===== src/design/mono_lcd_framebuffer_engine_unit_assert.svh =====
// Assertion helpers for the RTL files, included by mlfe_back.sv.
// Each macro expects i_clk and i_rst_n in the module that uses it.
`ifndef MONO_LCD_FRAMEBUFFER_ENGINE_UNIT_ASSERT_SVH
`define MONO_LCD_FRAMEBUFFER_ENGINE_UNIT_ASSERT_SVH

// The consequent holds in the same cycle as the antecedent.
`define MLFE_ASSERT_SAME(name, ante, cons, msg) \
    name: assert property (@(posedge i_clk) disable iff (!i_rst_n) (ante) |-> (cons)) \
        else $error(msg);

// The consequent holds in the cycle after the antecedent.
`define MLFE_ASSERT_NEXT(name, ante, cons, msg) \
    name: assert property (@(posedge i_clk) disable iff (!i_rst_n) (ante) |=> (cons)) \
        else $error(msg);

`endif


===== src/design/mlfe_pkg.sv =====
package mlfe_pkg;

    localparam int COLUMNS     = 84;
    localparam int STORE_BYTES = 504;
    localparam int GLYPH_WIDTH = 5;

    localparam int BANKS      = STORE_BYTES / COLUMNS;
    localparam int ROWS       = BANKS * 8;
    localparam int CELL_BYTES = GLYPH_WIDTH + 1;
    localparam int ADDR_W     = $clog2(STORE_BYTES);
    localparam int CUR_W      = $clog2(STORE_BYTES + 1);

    localparam int FQ_DEPTH = 2;
    localparam int OQ_DEPTH = 4;

    localparam logic [7:0] CHAR_FIRST   = 8'h20;
    localparam logic [7:0] CHAR_LAST    = 8'h7F;
    localparam logic [7:0] LCD_FUNC_SET = 8'h20;
    localparam logic [7:0] LCD_SET_Y    = 8'h40;
    localparam logic [7:0] LCD_SET_X    = 8'h80;

    typedef enum logic [2:0] {
        OP_SET, OP_CLR, OP_DRAW, OP_ERASE, OP_CHAR, OP_MOVE, OP_CLEAR, OP_READ
    } t_op;

    typedef enum logic [1:0] {
        ST_OK, ST_COORD, ST_CHAR, ST_OVERFLOW
    } t_status;

    typedef struct packed {
        t_op               op;
        t_status           status;
        logic [6:0]        x1;
        logic [5:0]        y1;
        logic [6:0]        x2;
        logic [5:0]        y2;
        logic [7:0]        code;
        logic [ADDR_W-1:0] addr;
    } t_item;

    typedef struct packed {
        logic [7:0] data_byte;
        logic       is_data;
        logic       last;
        t_status    status;
    } t_result;

    // One glyph per entry, leftmost column in the top byte.
    localparam logic [8*GLYPH_WIDTH-1:0] FONT [96] = '{
        40'h0000000000, 40'h00005f0000, 40'h0007000700, 40'h147f147f14,
        40'h242a7f2a12, 40'h2313086462, 40'h3649552250, 40'h0005030000,
        40'h001c224100, 40'h0041221c00, 40'h14083e0814, 40'h08083e0808,
        40'h0050300000, 40'h0808080808, 40'h0060600000, 40'h2010080402,
        40'h3e5149453e, 40'h00427f4000, 40'h4261514946, 40'h2141454b31,
        40'h1814127f10, 40'h2745454539, 40'h3c4a494930, 40'h0171090503,
        40'h3649494936, 40'h064949291e, 40'h0036360000, 40'h0056360000,
        40'h0814224100, 40'h1414141414, 40'h0041221408, 40'h0201510906,
        40'h324979413e, 40'h7e1111117e, 40'h7f49494936, 40'h3e41414122,
        40'h7f4141221c, 40'h7f49494941, 40'h7f09090901, 40'h3e4149497a,
        40'h7f0808087f, 40'h00417f4100, 40'h2040413f01, 40'h7f08142241,
        40'h7f40404040, 40'h7f020c027f, 40'h7f0408107f, 40'h3e4141413e,
        40'h7f09090906, 40'h3e4151215e, 40'h7f09192946, 40'h4649494931,
        40'h01017f0101, 40'h3f4040403f, 40'h1f2040201f, 40'h3f4038403f,
        40'h6314081463, 40'h0708700807, 40'h6151494543, 40'h007f414100,
        40'h0204081020, 40'h0041417f00, 40'h0402010204, 40'h4040404040,
        40'h0001020400, 40'h2054545478, 40'h7f48444438, 40'h3844444420,
        40'h384444487f, 40'h3854545418, 40'h087e090102, 40'h0c5252523e,
        40'h7f08040478, 40'h00447d4000, 40'h2040443d00, 40'h7f10284400,
        40'h00417f4000, 40'h7c04180478, 40'h7c08040478, 40'h3844444438,
        40'h7c14141408, 40'h081414187c, 40'h7c08040408, 40'h4854545420,
        40'h043f444020, 40'h3c4040207c, 40'h1c2040201c, 40'h3c4030403c,
        40'h4428102844, 40'h0c5050503c, 40'h4464544c44, 40'h0008364100,
        40'h00007f0000, 40'h0041360800, 40'h1008081008, 40'h7846414678
    };

    // Column col (0 is leftmost, below GLYPH_WIDTH) of a printable character.
    function automatic logic [7:0] glyph_col(input logic [7:0] code, input logic [2:0] col);
        logic [6:0] idx;
        logic [8*GLYPH_WIDTH-1:0] row;
        idx = 7'(code - CHAR_FIRST);
        row = FONT[idx] >> (8 * (GLYPH_WIDTH - 1 - int'(col)));
        return row[7:0];
    endfunction

endpackage


===== src/design/mlfe_outq.sv =====
module mlfe_outq (
    input  logic               i_clk,
    input  logic               i_rst_n,
    input  logic               i_push,
    input  mlfe_pkg::t_result  i_data,
    output logic               o_full,
    input  logic               i_pop,
    output logic               o_empty,
    output mlfe_pkg::t_result  o_data
);
    import mlfe_pkg::*;

    localparam int PTR_W = $clog2(OQ_DEPTH);

    t_result           r_q [OQ_DEPTH];
    logic [PTR_W-1:0]  r_wr_ptr, r_rd_ptr;
    logic [PTR_W:0]    r_cnt;
    logic              w_wr, w_rd;

    assign o_full  = (int'(r_cnt) == OQ_DEPTH);
    assign o_empty = (r_cnt == '0);
    assign o_data  = r_q[r_rd_ptr];
    assign w_wr    = i_push && !o_full;
    assign w_rd    = i_pop && !o_empty;

    always_ff @(posedge i_clk) begin
        if (w_wr) begin
            r_q[r_wr_ptr] <= i_data;
        end
        if (!i_rst_n) begin
            r_wr_ptr <= '0;
            r_rd_ptr <= '0;
            r_cnt    <= '0;
        end else begin
            if (w_wr) r_wr_ptr <= r_wr_ptr + 1'b1;
            if (w_rd) r_rd_ptr <= r_rd_ptr + 1'b1;
            r_cnt <= r_cnt + (PTR_W + 1)'(w_wr) - (PTR_W + 1)'(w_rd);
        end
    end

endmodule


===== config.mk =====
export PLATFORM = sky130hd
export DESIGN_NAME = mlfe_outq
export DESIGN_NICKNAME = d
export VERILOG_FILES = /design/src/design/mono_lcd_framebuffer_engine_unit_assert.svh /design/src/design/mlfe_pkg.sv /design/src/design/mlfe_outq.sv
export SDC_FILE = /design/constraint.sdc
export NUM_CORES = 1
export LEC_CHECK = 0
export BUFFER_PORTS_ARGS = -buffer_cell sky130_fd_sc_hd__buf_2
export CORE_MARGIN = 4
export CORE_UTILIZATION = 55
export CTS_CLUSTER_DIAMETER = 80
export DETAILED_ROUTE_END_ITERATION = 16
export GPL_ROUTABILITY_DRIVEN = 0
export HOLD_SLACK_MARGIN = 0.08
export PLACE_DENSITY = 0.78
export SLEW_MARGIN = 25
export SYNTH_ARGS = -nofsm -noshare
export SYNTH_HDL_FRONTEND = slang
export SYNTH_SLANG_ARGS = --single-unit

===== constraint.sdc =====
create_clock -name i_clk -period 3.5 [get_ports i_clk]
set_clock_uncertainty 0.15 [all_clocks]
set_input_delay 0.875 -clock i_clk [delete_from_list [all_inputs] [get_ports i_clk]]
set_output_delay 0.875 -clock i_clk [all_outputs]
set_load 0.01 [all_outputs]

==> reports/qor.yml <==
floorplanning:
  fp.dieW_um: 71.5
  die_h_um: 71.5
  start_util_pct: 58.9
  rows: 22
  core-area_mm2: 0.00377
  dieArea_mm2: 0.00512
  io_pins: 30
route:
  dr.first_iter.drc_count: 58
  num_vias: 1080
  routed_wl_mm: 3.29
  drcViolationCount: 0
  drtPass1Iterations: 4
  drtAntennaViolNets: 0
  wl_per_cell_um: 16.2
  avgViaCountPerCell: 5.32
logic_synthesis:
  synth_area_leaders: "edfxtp_1, mux4_2, dfxtp_1"
  netlist_instances: 113
  postSynthAreaPerCell_um2: 19.6
  synth-async-reset-ratio_pct: 0
  synth_compound_area_share_pct: 1.01
  synth_cell_types: 22
  synth_nets: 136
  synthMostInstantiatedCell: "edfxtp_1"
  synthMuxAreaShare_pct: 13.1
  synth_seq_area_share_pct: 73.1
  synthAdderAreaFrac_pct: 4.28
  ys_warn_count: 0
  synth_top_family_by_area: "multiplexers"
  synth-edff-count: 48
  synthSimpleGateAreaFrac_pct: 5.36
  synth-seq-cells: 57
  synth_ff_type: "edfxtp_1"
  synth_xor_area_share_pct: 0.789
  synthesis.area_mm2: 0.00222
  yosys.area.top_type: "edfxtp_1"
  ys_top_cells_by_count: "edfxtp_1, mux4_2, dfxtp_1, and2_1"
  yosysTopAreaCellShare_pct: 64.9
layout:
  area_growth_pct: 15.4
  num-nets-final: 173
  seq_area_mm2: 0.00162
  antenna_cells: 0
  drive_gt1_share_pct: 35.5
  fillers: 254
  multi_input_area_um2: 544
timing:
  finalHoldViolations: 0
  min_period_ps: 2870
  finalMaxSlewViolations: 0
  finalSetupViolations: 0
  worstMarginPinSlew_ps: 628
  rsz0062_at_grt: "false"
  period_share_pct: 82.0
  slew_headroom_pct: 58.1
  timing.fmax_mhz: 348
  setup-tns-final_ps: 0
cts:
  cts.sinks: 57
  root_buffer: "clkbuf_8"
  numCtsBuffers: 9
  clkLatencyLatePin_ps: 320
  clockBufferDepth: 2
  cts-resized-gates: 0
  cts_setup_buffers: 0
  hold_buffers: 0
  clkSlewWorstSetupHoldPaths_ps: 50
  cts_tree: "built"
  h-tree-depth: 3
critical_path:
  path_max_fanout: 7
  critPathKind: "flop to output port"
  critPathMaxStageDelay_ps: 580
  crit_arrival_ps: 1850
  worstSetupEndpointType: "output port"
  cp-start-kind: "flop"
  required_ps: 2470
  cp_top_family: "flip-flops"
  crit_path_top_delay_cell: "dfxtp_1"
  cp_num_buf_inv: 2
  critical_path.cell_chain: "buf_4 > mux4_2 > buf_2"
global_routing:
  grt_pass1_wl_mm: 5.40
  grt_max_degree: 13
  grtUsageTotal_pct: 14.9
  grt_pass1_vias: 1123
  grt_overflow: 0
  antenna_found_initial: 0
pwr:
  ir_worst_vdd_mv: 0.408
  p_comb_share_pct: 22.2
  p_seq_share_pct: 50.0
  power_mw: 1.77
  p_clk_share_pct: 27.8
  power_density_mw_per_mm2: 692
  leakagePower_nw: 0.914
  internal_power_mw: 1.31
  switching_share_pct: 26.0
  power.switching_mw: 0.461
place:
  portBuffers: 29
  hpwl_mm: 2.23
min_path:
  hold_path_class: "flop to flop"
flow_run:
  drv_cap: 0
run_status:
  status: "completed"
[power by group through the flow]
stage                     clock (mW)  combinational [mW]  sequential (mW)
after detailed placement           0               0.404            0.902
final                          0.492               0.393            0.886
after floorplan                    0               0.303            0.872
after global placement             0               0.390            0.896
after global routing           0.539               0.441            0.899
after CTS                      0.504               0.405            0.888
[worst min-delay path, stage by stage (launching register included)]
cell and delay (ps):
dfxtp_1 300, o21ai_0 60, a21boi_1 80
[cell usage in the layout, fill, tap and decap left out]
cell	n
o21ai_1	2
clkinv_1	1
buf_4	1
nor2b_1	2
mux2i_1	2
nand4bb_1	1
or3_1	1
clkbuf_1	5
clkbuf_8	10
mux4_2	12
nor3_2	1
inv_2	1
inv_1	5
xnor2_1	2
dfxtp_1	9
fa_1	1
and2_1	7
o21ai_0	1
buf_2	29
nor3b_2	1
a21boi_1	1
nand2_1	6
ha_1	6
edfxtp_1	48
[registers in the layout, summed over array words and instances, names as in the netlist, named ones only]
name	flops
r_rd_ptr	2
r_cnt	3
r_wr_ptr	2
r_q	48
[cell families after synthesis]
kind of cell             Yosys count
buffers and inverters             10
multiplexers                      14
XOR/XNOR                           2
adder cells (fa/ha/maj)            7
AND/OR/NAND/NOR                   19
flip-flops                        57
AO/OA/AOI/OAI                      4
[stage by stage]
step	worst slack (ps)	std cells	cell area, um2	hold WS, ps	utilization, %
2_1_floorplan	843	113	2220	306	-
3_3_place_gp	592	187	2400	317	63.7
3_5_place_dp	483	187	2400	336	63.7
4_1_cts	558	203	2560	344	67.9
5_1_grt	464	203	2560	387	67.9
6_report	629	203	2560	345	67.9
[metal layers]
| layer | vias up | track usage, % | share of wire, % | wire length [um] |
|---|---|---|---|---|
| li1 | 510 | - | - | - |
| met1 | 530 | 17.9 | 43 | 1410 |
| met2 | 32 | 23.1 | 49 | 1620 |
| met3 | 8 | 5.19 | 5.3 | 173 |
| met4 | 0 | 9.39 | 2.6 | 86 |
| met5 | - | 0 | 0 | 0 |
[final cells by class]
type	instances	area share, %
Sequential cell	57	63.3
Clock buffer	15	6.11
Tap cell	48	2.34
Timing Repair Buffer	30	5.96
Multi-Input combinational cell	46	21.3
Inverter	6	0.879
Clock inverter	1	0.147
[path summary, 6_finish.rpt]
kind,depth (start not counted),start,end,slack [ps]
worst max register to register,10,r_cnt[2]$_SDFF_PN0_,r_cnt[2]$_SDFF_PN0_,980
worst max-delay path,3,flop,o_data[6],630
worst min register to register,2,r_rd_ptr[1]$_SDFFE_PN0P_,r_rd_ptr[1]$_SDFFE_PN0P_,350
worst min-delay path,2,r_rd_ptr[1]$_SDFFE_PN0P_,r_rd_ptr[1]$_SDFFE_PN0P_,350
Power figures use the tool's default switching activity.
