**src/design/mono_lcd_framebuffer_engine_unit_assert.svh**
```systemverilog
// Assertion helpers for the RTL files, included by mlfe_back.sv.
// Each macro expects i_clk and i_rst_n in the module that uses it.
`ifndef MONO_LCD_FRAMEBUFFER_ENGINE_UNIT_ASSERT_SVH
`define MONO_LCD_FRAMEBUFFER_ENGINE_UNIT_ASSERT_SVH

// The consequent holds in the same cycle as the antecedent.
`define MLFE_ASSERT_SAME(name, ante, cons, msg) \
    name: assert property (@(posedge i_clk) disable iff (!i_rst_n) (ante) |-> (cons)) \
        else $error(msg);

// The consequent holds in the cycle after the antecedent.
`define MLFE_ASSERT_NEXT(name, ante, cons, msg) \
    name: assert property (@(posedge i_clk) disable iff (!i_rst_n) (ante) |=> (cons)) \
        else $error(msg);

`endif

```
**src/design/mlfe_pkg.sv**
```systemverilog
package mlfe_pkg;

    localparam int COLUMNS     = 84;
    localparam int STORE_BYTES = 504;
    localparam int GLYPH_WIDTH = 5;

    localparam int BANKS      = STORE_BYTES / COLUMNS;
    localparam int ROWS       = BANKS * 8;
    localparam int CELL_BYTES = GLYPH_WIDTH + 1;
    localparam int ADDR_W     = $clog2(STORE_BYTES);
    localparam int CUR_W      = $clog2(STORE_BYTES + 1);

    localparam int FQ_DEPTH = 2;
    localparam int OQ_DEPTH = 4;

    localparam logic [7:0] CHAR_FIRST   = 8'h20;
    localparam logic [7:0] CHAR_LAST    = 8'h7F;
    localparam logic [7:0] LCD_FUNC_SET = 8'h20;
    localparam logic [7:0] LCD_SET_Y    = 8'h40;
    localparam logic [7:0] LCD_SET_X    = 8'h80;

    typedef enum logic [2:0] {
        OP_SET, OP_CLR, OP_DRAW, OP_ERASE, OP_CHAR, OP_MOVE, OP_CLEAR, OP_READ
    } t_op;

    typedef enum logic [1:0] {
        ST_OK, ST_COORD, ST_CHAR, ST_OVERFLOW
    } t_status;

    typedef struct packed {
        t_op               op;
        t_status           status;
        logic [6:0]        x1;
        logic [5:0]        y1;
        logic [6:0]        x2;
        logic [5:0]        y2;
        logic [7:0]        code;
        logic [ADDR_W-1:0] addr;
    } t_item;

    typedef struct packed {
        logic [7:0] data_byte;
        logic       is_data;
        logic       last;
        t_status    status;
    } t_result;

    // One glyph per entry, leftmost column in the top byte.
    localparam logic [8*GLYPH_WIDTH-1:0] FONT [96] = '{
        40'h0000000000, 40'h00005f0000, 40'h0007000700, 40'h147f147f14,
        40'h242a7f2a12, 40'h2313086462, 40'h3649552250, 40'h0005030000,
        40'h001c224100, 40'h0041221c00, 40'h14083e0814, 40'h08083e0808,
        40'h0050300000, 40'h0808080808, 40'h0060600000, 40'h2010080402,
        40'h3e5149453e, 40'h00427f4000, 40'h4261514946, 40'h2141454b31,
        40'h1814127f10, 40'h2745454539, 40'h3c4a494930, 40'h0171090503,
        40'h3649494936, 40'h064949291e, 40'h0036360000, 40'h0056360000,
        40'h0814224100, 40'h1414141414, 40'h0041221408, 40'h0201510906,
        40'h324979413e, 40'h7e1111117e, 40'h7f49494936, 40'h3e41414122,
        40'h7f4141221c, 40'h7f49494941, 40'h7f09090901, 40'h3e4149497a,
        40'h7f0808087f, 40'h00417f4100, 40'h2040413f01, 40'h7f08142241,
        40'h7f40404040, 40'h7f020c027f, 40'h7f0408107f, 40'h3e4141413e,
        40'h7f09090906, 40'h3e4151215e, 40'h7f09192946, 40'h4649494931,
        40'h01017f0101, 40'h3f4040403f, 40'h1f2040201f, 40'h3f4038403f,
        40'h6314081463, 40'h0708700807, 40'h6151494543, 40'h007f414100,
        40'h0204081020, 40'h0041417f00, 40'h0402010204, 40'h4040404040,
        40'h0001020400, 40'h2054545478, 40'h7f48444438, 40'h3844444420,
        40'h384444487f, 40'h3854545418, 40'h087e090102, 40'h0c5252523e,
        40'h7f08040478, 40'h00447d4000, 40'h2040443d00, 40'h7f10284400,
        40'h00417f4000, 40'h7c04180478, 40'h7c08040478, 40'h3844444438,
        40'h7c14141408, 40'h081414187c, 40'h7c08040408, 40'h4854545420,
        40'h043f444020, 40'h3c4040207c, 40'h1c2040201c, 40'h3c4030403c,
        40'h4428102844, 40'h0c5050503c, 40'h4464544c44, 40'h0008364100,
        40'h00007f0000, 40'h0041360800, 40'h1008081008, 40'h7846414678
    };

    // Column col (0 is leftmost, below GLYPH_WIDTH) of a printable character.
    function automatic logic [7:0] glyph_col(input logic [7:0] code, input logic [2:0] col);
        logic [6:0] idx;
        logic [8*GLYPH_WIDTH-1:0] row;
        idx = 7'(code - CHAR_FIRST);
        row = FONT[idx] >> (8 * (GLYPH_WIDTH - 1 - int'(col)));
        return row[7:0];
    endfunction

endpackage

```
**src/design/mlfe_front.sv**
```systemverilog
module mlfe_front (
    input  logic             i_clk,
    input  logic             i_rst_n,
    input  logic             i_push,
    output logic             o_full,
    input  logic [2:0]       i_command,
    input  logic [6:0]       i_x_first,
    input  logic [5:0]       i_y_first,
    input  logic [6:0]       i_x_second,
    input  logic [5:0]       i_y_second,
    input  logic [7:0]       i_glyph_code,
    input  logic [8:0]       i_read_address,
    input  logic             i_pop,
    output logic             o_valid,
    output mlfe_pkg::t_item  o_item
);
    import mlfe_pkg::*;

    localparam int PTR_W = $clog2(FQ_DEPTH);

    t_item             w_item;
    logic              w_x1_bad, w_y1_bad, w_x2_bad, w_y2_bad;
    t_item             r_q [FQ_DEPTH];
    logic [PTR_W-1:0]  r_wr_ptr, r_rd_ptr;
    logic [PTR_W:0]    r_cnt;
    logic              w_wr, w_rd;

    // Range checks that do not depend on block state are settled here.
    always_comb begin
        w_x1_bad = int'(i_x_first) >= COLUMNS;
        w_y1_bad = int'(i_y_first) >= ROWS;
        w_x2_bad = int'(i_x_second) >= COLUMNS;
        w_y2_bad = int'(i_y_second) >= ROWS;
        w_item.op     = t_op'(i_command);
        w_item.x1     = i_x_first;
        w_item.y1     = i_y_first;
        w_item.x2     = i_x_second;
        w_item.y2     = i_y_second;
        w_item.code   = i_glyph_code;
        w_item.addr   = ADDR_W'(i_read_address);
        w_item.status = ST_OK;
        unique case (w_item.op)
            OP_SET, OP_CLR: begin
                if (w_x1_bad || w_y1_bad) w_item.status = ST_COORD;
            end
            OP_DRAW, OP_ERASE: begin
                if (w_x1_bad || w_y1_bad || w_x2_bad || w_y2_bad) w_item.status = ST_COORD;
            end
            OP_CHAR: begin
                if (i_glyph_code < CHAR_FIRST || i_glyph_code > CHAR_LAST) begin
                    w_item.status = ST_CHAR;
                end
            end
            OP_MOVE: begin
                if (w_x1_bad || int'(i_y_first) >= BANKS) w_item.status = ST_COORD;
            end
            OP_CLEAR: w_item.status = ST_OK;
            OP_READ: begin
                if (int'(i_read_address) >= STORE_BYTES) w_item.status = ST_COORD;
            end
            default: w_item.status = ST_OK;
        endcase
    end

    assign o_full  = (int'(r_cnt) == FQ_DEPTH);
    assign o_valid = (r_cnt != '0);
    assign o_item  = r_q[r_rd_ptr];
    assign w_wr    = i_push && !o_full;
    assign w_rd    = i_pop && o_valid;

    always_ff @(posedge i_clk) begin
        if (w_wr) begin
            r_q[r_wr_ptr] <= w_item;
        end
        if (!i_rst_n) begin
            r_wr_ptr <= '0;
            r_rd_ptr <= '0;
            r_cnt    <= '0;
        end else begin
            if (w_wr) r_wr_ptr <= r_wr_ptr + 1'b1;
            if (w_rd) r_rd_ptr <= r_rd_ptr + 1'b1;
            r_cnt <= r_cnt + (PTR_W + 1)'(w_wr) - (PTR_W + 1)'(w_rd);
        end
    end

endmodule

```
**config.mk**
```make
export PLATFORM = sky130hd
export DESIGN_NAME = mlfe_front
export DESIGN_NICKNAME = d
export VERILOG_FILES = /design/src/design/mono_lcd_framebuffer_engine_unit_assert.svh /design/src/design/mlfe_pkg.sv /design/src/design/mlfe_front.sv
export SDC_FILE = /design/constraint.sdc
export NUM_CORES = 1
export LEC_CHECK = 0
export BUFFER_PORTS_ARGS = -buffer_cell sky130_fd_sc_hd__buf_2
export CAP_MARGIN = 20
export CORE_MARGIN = 2
export CORE_UTILIZATION = 25
export DETAILED_ROUTE_END_ITERATION = 7
export GPL_TIMING_DRIVEN = 0
export MAX_ROUTING_LAYER = met4
export REMOVE_ABC_BUFFERS = 1
export SLEW_MARGIN = 20
export SYNTH_ARGS = -nofsm -noshare
export SYNTH_HDL_FRONTEND = slang
export SYNTH_SLANG_ARGS = --single-unit
export TNS_END_PERCENT = 30
```
**constraint.sdc**
```tcl
create_clock -name i_clk -period 3.21 [get_ports i_clk]
set_input_delay 0.4815 -clock i_clk [delete_from_list [all_inputs] [get_ports i_clk]]
set_output_delay 0.4815 -clock i_clk [all_outputs]
set_load 0.1 [all_outputs]
```
==> flow_summary_export.csv <==
group,metric,value,unit
run_status,status,"finished, final reports clean",
global_route,grt_pass1_wl,11.4,mm
cells_and_area,layout.area.seq,0.00299,mm2
cts,ctsHoldBuffers,0,
route,wl_met3,422,um
global_route,grt_max_degree,49,
placement,portBuffers,99,
setup_path,critPathSlowestCell,"dfxtp_4",
route,dr_total_vias,2059,
setup_path,cp.required,2.73,ns
route,drc_errors,0,
yosys,async_flop_share,0,
die,die_w,129,um
sta,skew,0.00414,ns
global_route,grt_overflow,0,
global_route,antenna_found_initial,0,
yosys,synth_seq_cells,101,
sta,slew_viol_final,0,
yosys,syn_area,0.00389,mm2
yosys,syn_inst,192,
setup_path,crit_chain,"buf_16, mux2_2, buf_2",
yosys,ys_seq_area_frac,0.767,
setup_path,path_max_fanout,38,
global_route,grt_util_all_layers,0.0967,
setup_path,critical_path.endpoint_type,"primary output",
cells_and_area,syn_to_final_growth,27.0,%
cts,cts_sinks,101,
route,drt_wl_total,7.50,mm
yosys,synth-edff-count,96,
sta,setup_viol,0,
sta,relSlewSlack,0.503,
sta,worst_pin_slew,0.745,ns
die,dieHeight,129,um
yosys,syn_area_per_cell,20.3,um2
placement,gp_congestion,0.664,
cells_and_area,antenna_cells,0,
setup_path,path_class,"reg2out",
cts,numCtsBuffers,9,
sta,fin_crit_sh,0.712,
cells_and_area,n_fill_cell,1511,
die,core_area,0.0152,mm2
placement,post-dp-hpwl,5.07,mm
yosys,synth.area.top_cells,"edfxtp_1 (74%), mux2_2 (8.1%), mux2_4 (7.7%)",
yosys,synth_flop_cell,"edfxtp_1",
cts,clkTransAtPathRegs,0.06,ns
sta,rsz0062_at_grt,"no",
route,dr.first_iter.drc_count,62,
cts,clock_path_buffers,2,
placement,placed_cells,477,
cts,clkLatencyLatePin,0.34,ns
cts,post_cts_buffers,0,
setup_path,arrival,1.81,ns
min_path,hold_path.class,"in2reg",
route,post_drt_wl_per_cell,15.2,um
setup_path,crit_family,"buffers and inverters",
route,met2WireLength,3.61,mm
sta,layout_min_cycle_time,2.29,ns
die,rows,45,
route,vias_per_cell,4.18,
setup_path,crit_buf_inv,2,
cells_and_area,multiInputGateArea,868,um2
yosys,ys_types,27,
sta,hold_violations,0,
run,maxCapViolations,0,
yosys,synth_common_cells,"edfxtp_1 (96), mux2_2 (28), mux2_4 (20), dfxtp_1 (5)",
die,die_area,0.0166,mm2
yosys,synth_top_area_frac,0.741,
cts,root_buffer,"clkbuf_16",
yosys,synth.most_common_cell,"edfxtp_1",
sta,fmax,437,MHz
setup_path,cp-start-kind,"flip-flop",
yosys,yosys_warnings,0,
cells_and_area,instances_no_fill,492,
route,top_layer,"met4",
route,ant_nets,0,
cts,htreeDepth,3,
die,io-pin-count,100,
cells_and_area,final_layout_size_suffix_gt1_frac,0.556,
route,drt-met1-wl,3.32,mm
global_route,grt_pass1_vias,2175,
route,drt_pass1_iterations,4,
die,start_util,0.256,
cts,tritoncts,"built",
cells_and_area,fin_nets,352,
yosys,synth_top_cell_by_area,"edfxtp_1",
setup_path,crit_path_max_incr_delay,0.50,ns
cts,cts_resized,0,
[worst paths after layout]
path | from | to | slack [ns] | cells past startpoint
worst max register to register | r_cnt[1]$_SDFF_PN0_ | r_cnt[1]$_SDFF_PN0_ | 1.46 | 8
worst min-delay path | i_glyph_code[2] | r_q[1][11]$_DFFE_PP_ | 0.33 | 1
worst min register to register | r_rd_ptr$_SDFFE_PN0P_ | flip-flop | 0.54 | 2
worst max-delay path | flip-flop | o_item[45] | 0.92 | 3
[kinds of logic after synthesis]
logic type	after synthesis	share of synthesized area
AO/OA/AOI/OAI	9	0.0135
XOR/XNOR	4	0.0109
adder cells (fa/ha/maj)	2	0.00643
buffers and inverters	7	0.0132
flip-flops	101	0.767
multiplexers	48	0.158
AND/OR/NAND/NOR	21	0.0309
[sequential cells by signal (all words and copies together) (netlist names), named ones only]
signal / count
r_cnt: 2
r_rd_ptr: 1
r_q: 96
r_wr_ptr: 1
[metrics by stage]
| step | utilization | hold slack (ns) | instance area (um2) | TNS, ns | setup slack [ns] |
|---|---|---|---|---|---|
| after floorplan | - | 0.527 | 3850 | 0 | 0.165 |
| after global placement | 0.301 | 0.544 | 4580 | -82.25 | -1.27 |
| after detailed placement | 0.307 | 0.541 | 4660 | 0 | 1.23 |
| after CTS | 0.325 | 0.301 | 4940 | 0 | 0.849 |
| after global routing | 0.325 | 0.310 | 4940 | 0 | 0.835 |
| final | 0.325 | 0.329 | 4940 | 0 | 0.923 |
[area by class of cell]
| class | instances | area share |
|---|---|---|
| Clock buffer | 9 | 0.0456 |
| Inverter | 2 | 0.00152 |
| Tap cell | 188 | 0.0476 |
| Timing Repair Buffer | 102 | 0.114 |
| Clock inverter | 6 | 0.0111 |
| Sequential cell | 101 | 0.604 |
| Multi-Input combinational cell | 84 | 0.176 |
[cells in the final DEF (no fill, tap or decap), drive strengths merged, types with 2 or more instances in the layout]
cell type	synthesis	layout
o21ai	3	3
nand2	3	3
clkbuf	0	9
edfxtp	96	96
clkinv	0	4
xnor2	4	4
mux2	48	48
nor2	3	3
inv	2	2
nor2b	2	2
o211ai	2	2
and2	4	4
nand3	2	2
ha	2	2
a21oi	3	3
buf	5	102
dfxtp	5	5
[per-layer routing]
metal  up-vias  global-route usage
li1        964                   -
met1      1019               0.113
met2        64               0.153
met3        12              0.0316
met4         0              0.0422
met5         -                   -
Power is not shown: default switching activity piles up to over one toggle a cycle in this logic, so the estimate is an artifact.
